[src/selectable_key_hash_unit_assert.svh]
// assertion macros shared by the hash unit rtl
`ifndef SELECTABLE_KEY_HASH_UNIT_ASSERT_SVH
`define SELECTABLE_KEY_HASH_UNIT_ASSERT_SVH

// same-cycle implication, checked out of reset
`define SKH_ASSERT_NOW(label, clk, rst_n, ante, cons, msg) \
	label: assert property (@(posedge clk) disable iff (!rst_n) (ante) |-> (cons)) \
		else $error(msg);

// next-cycle implication, checked out of reset
`define SKH_ASSERT_NXT(label, clk, rst_n, ante, cons, msg) \
	label: assert property (@(posedge clk) disable iff (!rst_n) (ante) |=> (cons)) \
		else $error(msg);

`endif

[src/skh_pkg.sv]
package skh_pkg;

	// hash scheme codes
	typedef enum logic [1:0] {
		KIND_MULT_TOP = 2'd0,
		KIND_MULT_LOW = 2'd1,
		KIND_TAB      = 2'd2,
		KIND_FMIX     = 2'd3
	} hash_kind_t;

	// request codes
	typedef enum logic {
		REQ_HASH  = 1'b0,
		REQ_WRITE = 1'b1
	} req_type_t;

	// register index, decoded from one address bit
	typedef enum logic {
		REG_HASH_KIND = 1'b0,
		REG_HASH_BITS = 1'b1
	} reg_idx_t;

	localparam int PADDR_W     = 3;
	localparam int REG_SEL_BIT = 2;
	localparam int APB_DATA_W  = 32;
	localparam int BITS_W      = 6;
	localparam int KEY_W       = 64;
	localparam int HASH_W      = 32;
	localparam int NUM_TABLES  = 8;
	localparam int BYTE_W      = 8;
	localparam int TABLE_DEPTH = 256;
	localparam int SEL_W       = 3;
	localparam int FMIX_SHIFT  = 33;

	localparam logic [BITS_W-1:0] HASH_BITS_RESET = 6'd32;
	localparam logic [BITS_W-1:0] HASH_BITS_MAX   = 6'd32;

	localparam logic [KEY_W-1:0] MULT_MAGIC = 64'd21742483383879;
	localparam logic [KEY_W-1:0] FMIX_C1    = 64'hff51_afd7_ed55_8ccd;
	localparam logic [KEY_W-1:0] FMIX_C2    = 64'hc4ce_b9fe_1a85_ec53;

	// live configuration
	typedef struct packed {
		hash_kind_t              kind;
		logic [BITS_W-1:0]       bits;
	} cfg_t;

	// stage enables of the split multiplier
	typedef struct packed {
		logic en_a;
		logic en_b;
	} mul_ctl_t;

	// table read, xor and write strobes
	typedef struct packed {
		logic rd_en;
		logic xor_en;
		logic wr_en;
	} tab_ctl_t;

endpackage

[src/skh_cfg.sv]
module skh_cfg
	import skh_pkg::*;
(
	input  logic                  clk,
	input  logic                  arst_n,
	input  logic                  psel,
	input  logic                  penable,
	input  logic                  pwrite,
	input  logic [PADDR_W-1:0]    paddr,
	input  logic [APB_DATA_W-1:0] pwdata,
	output logic [APB_DATA_W-1:0] prdata,
	output logic                  pready,
	output cfg_t                  cfg
);

	hash_kind_t        kind_q;
	logic [BITS_W-1:0] bits_q;
	logic              wr;
	reg_idx_t          idx;

	assign wr     = psel && penable && pwrite;
	assign idx    = reg_idx_t'(paddr[REG_SEL_BIT]);
	assign pready = 1'b1;

	// register writes on the access phase
	always_ff @(posedge clk or negedge arst_n) begin
		if (!arst_n) begin
			kind_q <= KIND_MULT_TOP;
			bits_q <= HASH_BITS_RESET;
		end else if (wr) begin
			unique case (idx)
				REG_HASH_KIND: kind_q <= hash_kind_t'(pwdata[1:0]);
				REG_HASH_BITS: bits_q <= pwdata[BITS_W-1:0];
			endcase
		end
	end

	// read back
	always_comb begin
		unique case (idx)
			REG_HASH_KIND: prdata = APB_DATA_W'(kind_q);
			REG_HASH_BITS: prdata = APB_DATA_W'(bits_q);
		endcase
	end

	assign cfg.kind = kind_q;
	assign cfg.bits = bits_q;

endmodule

[config.mk]
export PLATFORM = sky130hd
export DESIGN_NAME = skh_cfg
export DESIGN_NICKNAME = d
export VERILOG_FILES = /design/src/selectable_key_hash_unit_assert.svh /design/src/skh_pkg.sv /design/src/skh_cfg.sv
export SDC_FILE = /design/constraint.sdc
export NUM_CORES = 1
export LEC_CHECK = 0
export BUFFER_PORTS_ARGS = -buffer_cell sky130_fd_sc_hd__buf_2
export CAP_MARGIN = 40
export CORE_ASPECT_RATIO = 1.2
export CORE_UTILIZATION = 32
export DETAILED_ROUTE_END_ITERATION = 7
export HOLD_SLACK_MARGIN = 0.08
export MAX_ROUTING_LAYER = met4
export PLACE_DENSITY = 0.84
export SETUP_SLACK_MARGIN = 0.3
export SLEW_MARGIN = 25
export SYNTH_ARGS = -nofsm -noshare
export SYNTH_HDL_FRONTEND = slang
export SYNTH_SLANG_ARGS = --single-unit
[constraint.sdc]
create_clock -name clk -period 1.1 [get_ports clk]
set_input_delay 0.165 -clock clk [delete_from_list [all_inputs] [get_ports clk]]
set_output_delay 0.165 -clock clk [all_outputs]
set_load 0.005 [all_outputs]
After elaboration in Yosys (flattened, before gate mapping):

Index checks and enable logic that the tools add are counted.
W data, S select, Z words.

* muxes and demuxes: 1
* bitwise operators: 1
* reductions and logical operators: 4

Operator list (count)
* $pmux W32 S2: 1
* $reduce_and A2 Y1: 2
* $logic_and A1 B1 Y1: 2
* $not A1 Y1: 1

* register bits after elaboration: 8
* word-level logic and storage cells: 8

Logic depth before layout (Yosys ltp):

Gate-level depths: netlist of the first run.

* depth in word-level cells: 3
* gate-level depth with buffers: 2
* mapped depth without buffers: 2

Least setup slack after synthesis of the first run:

OpenSTA, ideal clock, no wires.

* path type: reg2out
* start: register bits_q[5]
* end: output prdata[5]
* data arrival time: 0.656 ns
* setup slack: 0.279 ns
* stages on the path, launching flop included: 2
* path through: dfstp_2 and2_2

* cells in the longest elaborated chain, start to end: 1

Ends and longest elaborated chain
* from (decl): line skh_cfg.sv:17 `logic [BITS_W-1:0] bits_q;`
* from (signal assigned): line skh_cfg.sv:33 `REG_HASH_BITS: bits_q <= pwdata[BITS_W-1:0];`
* $pmux W32 S2: line skh_cfg.sv:40 `unique case (idx)`
* to (decl): line skh_cfg.sv:11 `output logic [APB_DATA_W-1:0] prdata,`

No other way between the ends. The select of a mux whose other input is x is not followed.

Final worst setup path of the first run:

* start: register kind_q[0]
* end: output prdata[0]

* cells in the longest elaborated chain, start to end: 1

Ends and longest elaborated chain
* from (decl): line skh_cfg.sv:16 `hash_kind_t kind_q;`
* from (signal assigned): line skh_cfg.sv:32 `REG_HASH_KIND: kind_q <= hash_kind_t'(pwdata[1:0]);`
* $pmux W32 S2: line skh_cfg.sv:40

No other way between the ends. The select of a mux whose other input is x is not followed.

==> reports/metrics.yaml, run 1 <==
timing:
  drv_slew: 0
  fin_skew_ns: 0
  hold_violations: 0
  rsz0062_at_grt: "yes"
  min_period_over_period: 1.09
  setup_slack_ns: -0.0943
  max_freq_ghz: 0.837
  fin_crit_ns: 1.19
  setup_viol: 3
yosys:
  syn_avg_cell_area_um2: 11.0
  synth_top_cell_by_area: "buf_4"
  synth_area_leaders: "buf_4 (35%), dfrtp_1 (30%), mux2_2 (19%), and2_2 (5.1%), dfstp_2 (4.5%)"
  synthTopCellsByCount: "buf_4 (27), mux2_2 (10), dfrtp_1 (7)"
  ys_seq_elements: 8
  yosysMostFrequentCell: "buf_4"
  synthArstFlopShare: 1.00
  synth_top_area_share: 0.347
  synth.yosys.seq_area_share: 0.345
  ys_types: 8
  yosysWarnings: 0
  syn_inst: 53
  synth_edf_count: 0
  synth-main-ff-cell: "dfrtp_1"
  syn_area_um2: 584
die:
  placementRows: 16
  core_area_um2: 1660
  start_util: 0.352
  die_area_um2: 2000
  dieWidth_um: 41.0
  fp.dieH_um: 48.8
  num_io_pins: 81
critical_path:
  crit_required_ns: 0.94
  cp-end-kind: "primary output"
  r2r_start: "bits_q[3]"
  critical_path_class: "flop to primary output"
  cp_slowest_cell: "dfrtp_1"
  crit_chain: "mux2_2, buf_2"
  r2r_slack_ns: 0.21
  path_max_fanout: 3
  slowest_delay_ns: 0.38
  crit_arrival_ns: 1.03
  worstSetupStartpointType: "flop"
  crit_path_end: "prdata[0]"
  r2r_cells: 2
  rr_endpoint: "bits_q[3]"
  startpoint: "kind_q[0]"
power_and_ir_drop:
  p_leak_uw: 0.000425
  ir_drop_mv: 0.890
  fin_total_pwr_uw: 1110
  power_density_nw_per_um2: 1430
finish:
  layoutNonFillerInstCount: 103
  fillers: 171
  finish.utilization: 0.465
  nNetsFinal: 126
  drive_gt1_frac: 0.565
  antenna_cells: 0
  syn_to_final_growth_pct: 32.3
clocking:
  cts_buffers: 3
  clkTransAtPathRegs_ns: 0.06
  cts_buffer_depth: 2
  cts-root-buf: "clkbuf_4"
  htreeDepth: 1
  clk_latency_ns: 0.25
  cts_num_sinks: 8
  cts_tree: "done"
detailed_routing:
  drt_wl_total_mm: 1.06
  vias: 398
  firstDrtPassIters: 2
  drtAntennaViolNets: 0
  vias_per_cell: 3.86
  routedWlPerCell_um: 10.3
  drtIter0Drc: 3
  drc: 0
grt:
  grt_pass1_vias: 368
  grt_pass1_wl_mm: 1.51
  grt_max_degree: 9
  grt_usage: 0.116
  antenna_found_initial: 0
  grt_overflow_total: 0
place:
  dp_hpwl_um: 757
  dp.cells: 94
  port_buffers: 25
  gp_congestion: 0.686
job:
  cap_violations: 0
status:
  failed_checks: "setup timing"
  status: "complete, but fails checks"
hold_path:
  min_path_type: "primary input to flop"
[routing by layer]
metal	global-route usage	vias to the layer above	part of all wire
met5	-	-	0
met4	0.0333	0	0
met3	0.0685	0	0.11
met2	0.185	32	0.53
met1	0.114	184	0.36
li1	-	182	-
[cell families after synthesis]
family        synth area share
simple gates             0.103
buf+inv                  0.347
mux                      0.193
flops                    0.345
other cells             0.0129
[layout make-up]
| type | instances | area (µm²) | share of cell area |
|---|---|---|---|
| flip-flops and latches | 8 | 201 | 0.261 |
| multi-input cells | 43 | 290 | 0.375 |
| clock buffers | 4 | 26.3 | 0.0340 |
| well taps | 18 | 22.5 | 0.0291 |
| repair buffers | 30 | 233 | 0.301 |
[stage by stage]
step           TNS (ns)  worst slack, ns  area [µm²]  hold slack [ns]
2_1_floorplan         0            0.285         679           -0.131
3_3_place_gp          0            0.100         624           0.0113
3_5_place_dp          0           0.0873         624           0.0142
4_1_cts          -0.258          -0.0975         767            0.128
5_1_grt          -0.412           -0.130         773            0.131
6_report         -0.241          -0.0943         773            0.147
[worst min-delay path by stage]
stage	from	to	slack, ns	depth (start not counted)
floorplan	arst_n	bits_q[0]	-0.13	0
global placement	arst_n	bits_q[1]	0.01	1
detailed placement	arst_n	bits_q[1]	0.01	1
CTS	pwdata[2]	bits_q[2]	0.13	2
global route	pwdata[3]	bits_q[3]	0.13	2
finish	pwdata[5]	bits_q[5]	0.15	2
[worst max-delay path, delay by kind of cell, from the launching register on]
family / cells / cell delay, ns
muxes: 1 / 0.26
DFF: 1 / 0.38
buffers and inverters: 1 / 0.13
[state kept, by name, summed over array words and instances, names as in the netlist]
| register | flops |
|---|---|
| kind_q | 2 |
| bits_q | 6 |
[where the power goes]
part | internal, µW | total [µW] | switching (µW)
clock | 139 | 236 | 97.5
combinational | 306 | 462 | 157
sequential | 366 | 410 | 43.9
[cells in the final DEF (no fill, tap or decap)]
cell type	count
and2_4	4
buf_2	16
buf_4	1
buf_6	12
clkbuf_1	1
clkbuf_4	3
conb_1	27
dfrtp_1	7
dfstp_2	1
dlygate4sd3_1	1
mux2_2	7
mux2_4	3
nand4_4	1
nand4b_1	1
[timing repair]
action,in CTS,in global routing
gates resized for setup,17,1
setup endpoints to repair,14,18
hold buffers,1,0
endpoints found under the hold margin,8,0
setup buffers,4,0
Note: power is estimated with default switching activity, not from simulation.
==> run 2, diff against run 1 <==
--- a/config.mk
+++ b/config.mk
@@ -8,11 +8,11 @@
 export BUFFER_PORTS_ARGS = -buffer_cell sky130_fd_sc_hd__buf_2
 export CAP_MARGIN = 40
 export CORE_ASPECT_RATIO = 1.2
-export CORE_UTILIZATION = 32
+export CORE_UTILIZATION = 27
 export DETAILED_ROUTE_END_ITERATION = 7
 export HOLD_SLACK_MARGIN = 0.08
 export MAX_ROUTING_LAYER = met4
-export PLACE_DENSITY = 0.84
+export PLACE_DENSITY = 0.75
 export SETUP_SLACK_MARGIN = 0.3
 export SLEW_MARGIN = 25
 export SYNTH_ARGS = -nofsm -noshare
==> constraint.sdc (replaced) <==
create_clock -name clk -period 1 [get_ports clk]
set_input_delay 0.15 -clock clk [delete_from_list [all_inputs] [get_ports clk]]
set_output_delay 0.15 -clock clk [all_outputs]
set_load 0.005 [all_outputs]
==> run 2 against run 1 <==
Net effect:
- clock power is 13% higher
- core utilization is 2.2 points lower
- largest cell class is now non-clock buffers
- cell count is 19% higher
- clock skew stayed put
- power is 28% higher
- clock-buffer cell count stayed put
- first-iteration DRC count is 33% higher
- largest power group unchanged
- sequential power is 10% higher
- non-clock buffer count is 8 higher
- the run ends with DRC, setup timing left
- critical endpoint unchanged
- global-route usage hardly changed
==> reports/metrics.yaml, run 2 (same netlist as run 1, synthesis figures left out) <==
detailed_routing:
  vias_per_cell: 3.59  # -7.2%
  drc: 1  # +1
  firstDrtPassIters: 6  # +4
  routedWlPerCell_um: 10.3  # -0.36%
  drtAntennaViolNets: 0  # unchanged
  drt_wl_total_mm: 1.27  # +19%
  drtIter0Drc: 4  # +1
  vias: 441  # +11%
clocking:
  clk_latency_ns: 0.26  # about the same
  clkTransAtPathRegs_ns: 0.06  # about the same
  cts_buffer_depth: 2  # unchanged
  htreeDepth: 1  # unchanged
  cts_num_sinks: 8  # unchanged
  cts-root-buf: "clkbuf_4"
  cts_buffers: 3  # unchanged
  cts_tree: "done"
place:
  dp_hpwl_um: 806  # +6.6%
  gp_congestion: 0.633  # -7.8%
  dp_slack_ns: -0.00955  # -0.0969 ns
  port_buffers: 25  # unchanged
critical_path:
  r2r_cells: 3  # +1
  r2r_slack_ns: 0.03  # -0.18 ns
  crit_arrival_ns: 1.04  # about the same
  critical_path_class: "flop to primary output"
  cp_top_family: "flip-flops"
  slowest_delay_ns: 0.38  # about the same
  worstSetupStartpointType: "flop"
  rr_endpoint: "bits_q[0]"
  critPathBufInv: 1  # unchanged
  cp-end-kind: "primary output"
  cp_slowest_cell: "dfrtp_1"
  crit_chain: "mux2_4, buf_6"
  crit_required_ns: 0.85  # -0.09 ns
  path_max_fanout: 2  # -1
  r2r_start: "bits_q[0]"
power_and_ir_drop:
  power_density_nw_per_um2: 1560  # +9.1%
  p_leak_uw: 0.000505  # +19%
  ir_drop_mv: 0.953  # +7.2%
finish:
  final_common_cell: "conb_1"
  layout_common_cells: "conb_1 (27), buf_6 (20), buf_2 (13)"
  syn_to_final_growth_pct: 55.5
  reg.largest.list: "bits_q: 6 flops, kind_q: 2 flops"
  largest_register_ffs: 6  # unchanged
  regMostFlops: "bits_q"
  antenna_cells: 0  # unchanged
  nNetsFinal: 134  # +6.3%
  drive_gt1_frac: 0.602  # +0.0374
die:
  dieWidth_um: 44.5  # +8.4%
  start_util: 0.285  # -0.0666
  placementRows: 18  # +2
  num_io_pins: 81  # unchanged
  fp.dieH_um: 53.0  # +8.5%
  die_area_um2: 2350  # +18%
  core_area_um2: 2050  # +23%
timing:
  setup_slack_ns: -0.188  # -0.0940 ns
  setup_viol: 13  # +10
  fin_skew_ns: 0  # unchanged
  max_freq_ghz: 0.842
  fin_setup_tns_ns: -1.05  # -0.814 ns
  min_period_over_period: 1.19
  fin_crit_ns: 1.19
  rsz0062_at_grt: "yes"
  drv_slew: 0  # unchanged
  hold_violations: 0  # unchanged
hold_path:
  min_path_type: "primary input to flop"
  holdPathStages: 2  # unchanged
  worstHoldStart: "pwdata[2]"
  holdPathEnd: "bits_q[2]"
status:
  failed_checks: "DRC, setup timing"
  status: "complete, but fails checks"
grt:
  grt_usage: 0.117  # +0.000392
  grt_max_degree: 9  # unchanged
  grt_overflow_total: 0  # unchanged
  grt_pass1_vias: 402  # +9.2%
  grt_pass1_wl_mm: 1.78  # +18%
  antenna_found_initial: 0  # unchanged
job:
  cap_violations: 0  # unchanged
-- run 2: changes by cell type in the layout (fill, tap and decap cells not counted), sizes merged --
cell / before / now
buf: 29 / 37
-- run 2: final cells by class --
cell class | instances | area (µm²)
timing repair buffer | 38 | 330
fill | 194 | 1140
sequential | 8 | 201
clock buffer | 4 | 26.3
tap | 30 | 37.5
multi-input combinational | 43 | 313
-- run 2: per-stage QoR --
step	utilization	std cells	hold WS, ns	cell area, µm²	power [µW]
floorplan	-	78	-0.146	702	714
global placement	0.327	107	-0.000853	669	791
detailed placement	0.327	107	0.00530	669	803
CTS	0.415	121	0.119	850	1320
global route	0.443	123	0.115	908	1520
finish	0.443	123	0.130	908	1420
-- run 2: worst reg2reg max path: cells and delay by family, from the launching register on --
family                 cells  cell delay [ns]
DFF                        1             0.39
muxes                      1             0.24
buffers and inverters      2             0.23
-- run 2: metal layers --
| layer | vias to the layer above | global-route usage | share of wire |
|---|---|---|---|
| li1 | 200 | - | - |
| met5 | - | - | 0 |
| met2 | 39 | 0.225 | 0.58 |
| met3 | 3 | 0.0614 | 0.091 |
| met1 | 199 | 0.0877 | 0.31 |
| met4 | 0 | 0.0455 | 0.013 |
-- run 2: worst max path at each step --
stage	from	endpoint	slack, ns	cells past startpoint
CTS	kind_q[1]	prdata[1]	-0.19	2
global placement	paddr[2]	kind_q[1]	0.01	3
finish	kind_q[0]	prdata[0]	-0.19	2
global route	kind_q[1]	prdata[1]	-0.23	2
detailed placement	paddr[2]	kind_q[1]	-0.01	3
floorplan	bits_q[5]	prdata[5]	0.20	1
-- run 2: report_power, final --
| group | internal [µW] | switching [µW] | leakage, µW |
|---|---|---|---|
| Clock | 153 | 114 | 0.0000150 |
| Sequential | 403 | 50.2 | 0.0000945 |
| Combinational | 494 | 208 | 0.000395 |
-- run 2: what timing repair did --
action	CTS	global route
buffers inserted	9	2
resized for setup	16	9
hold buffers	1	0
pin swaps	3	0
setup endpoints to repair	22	22
endpoints found under the hold margin	8	0
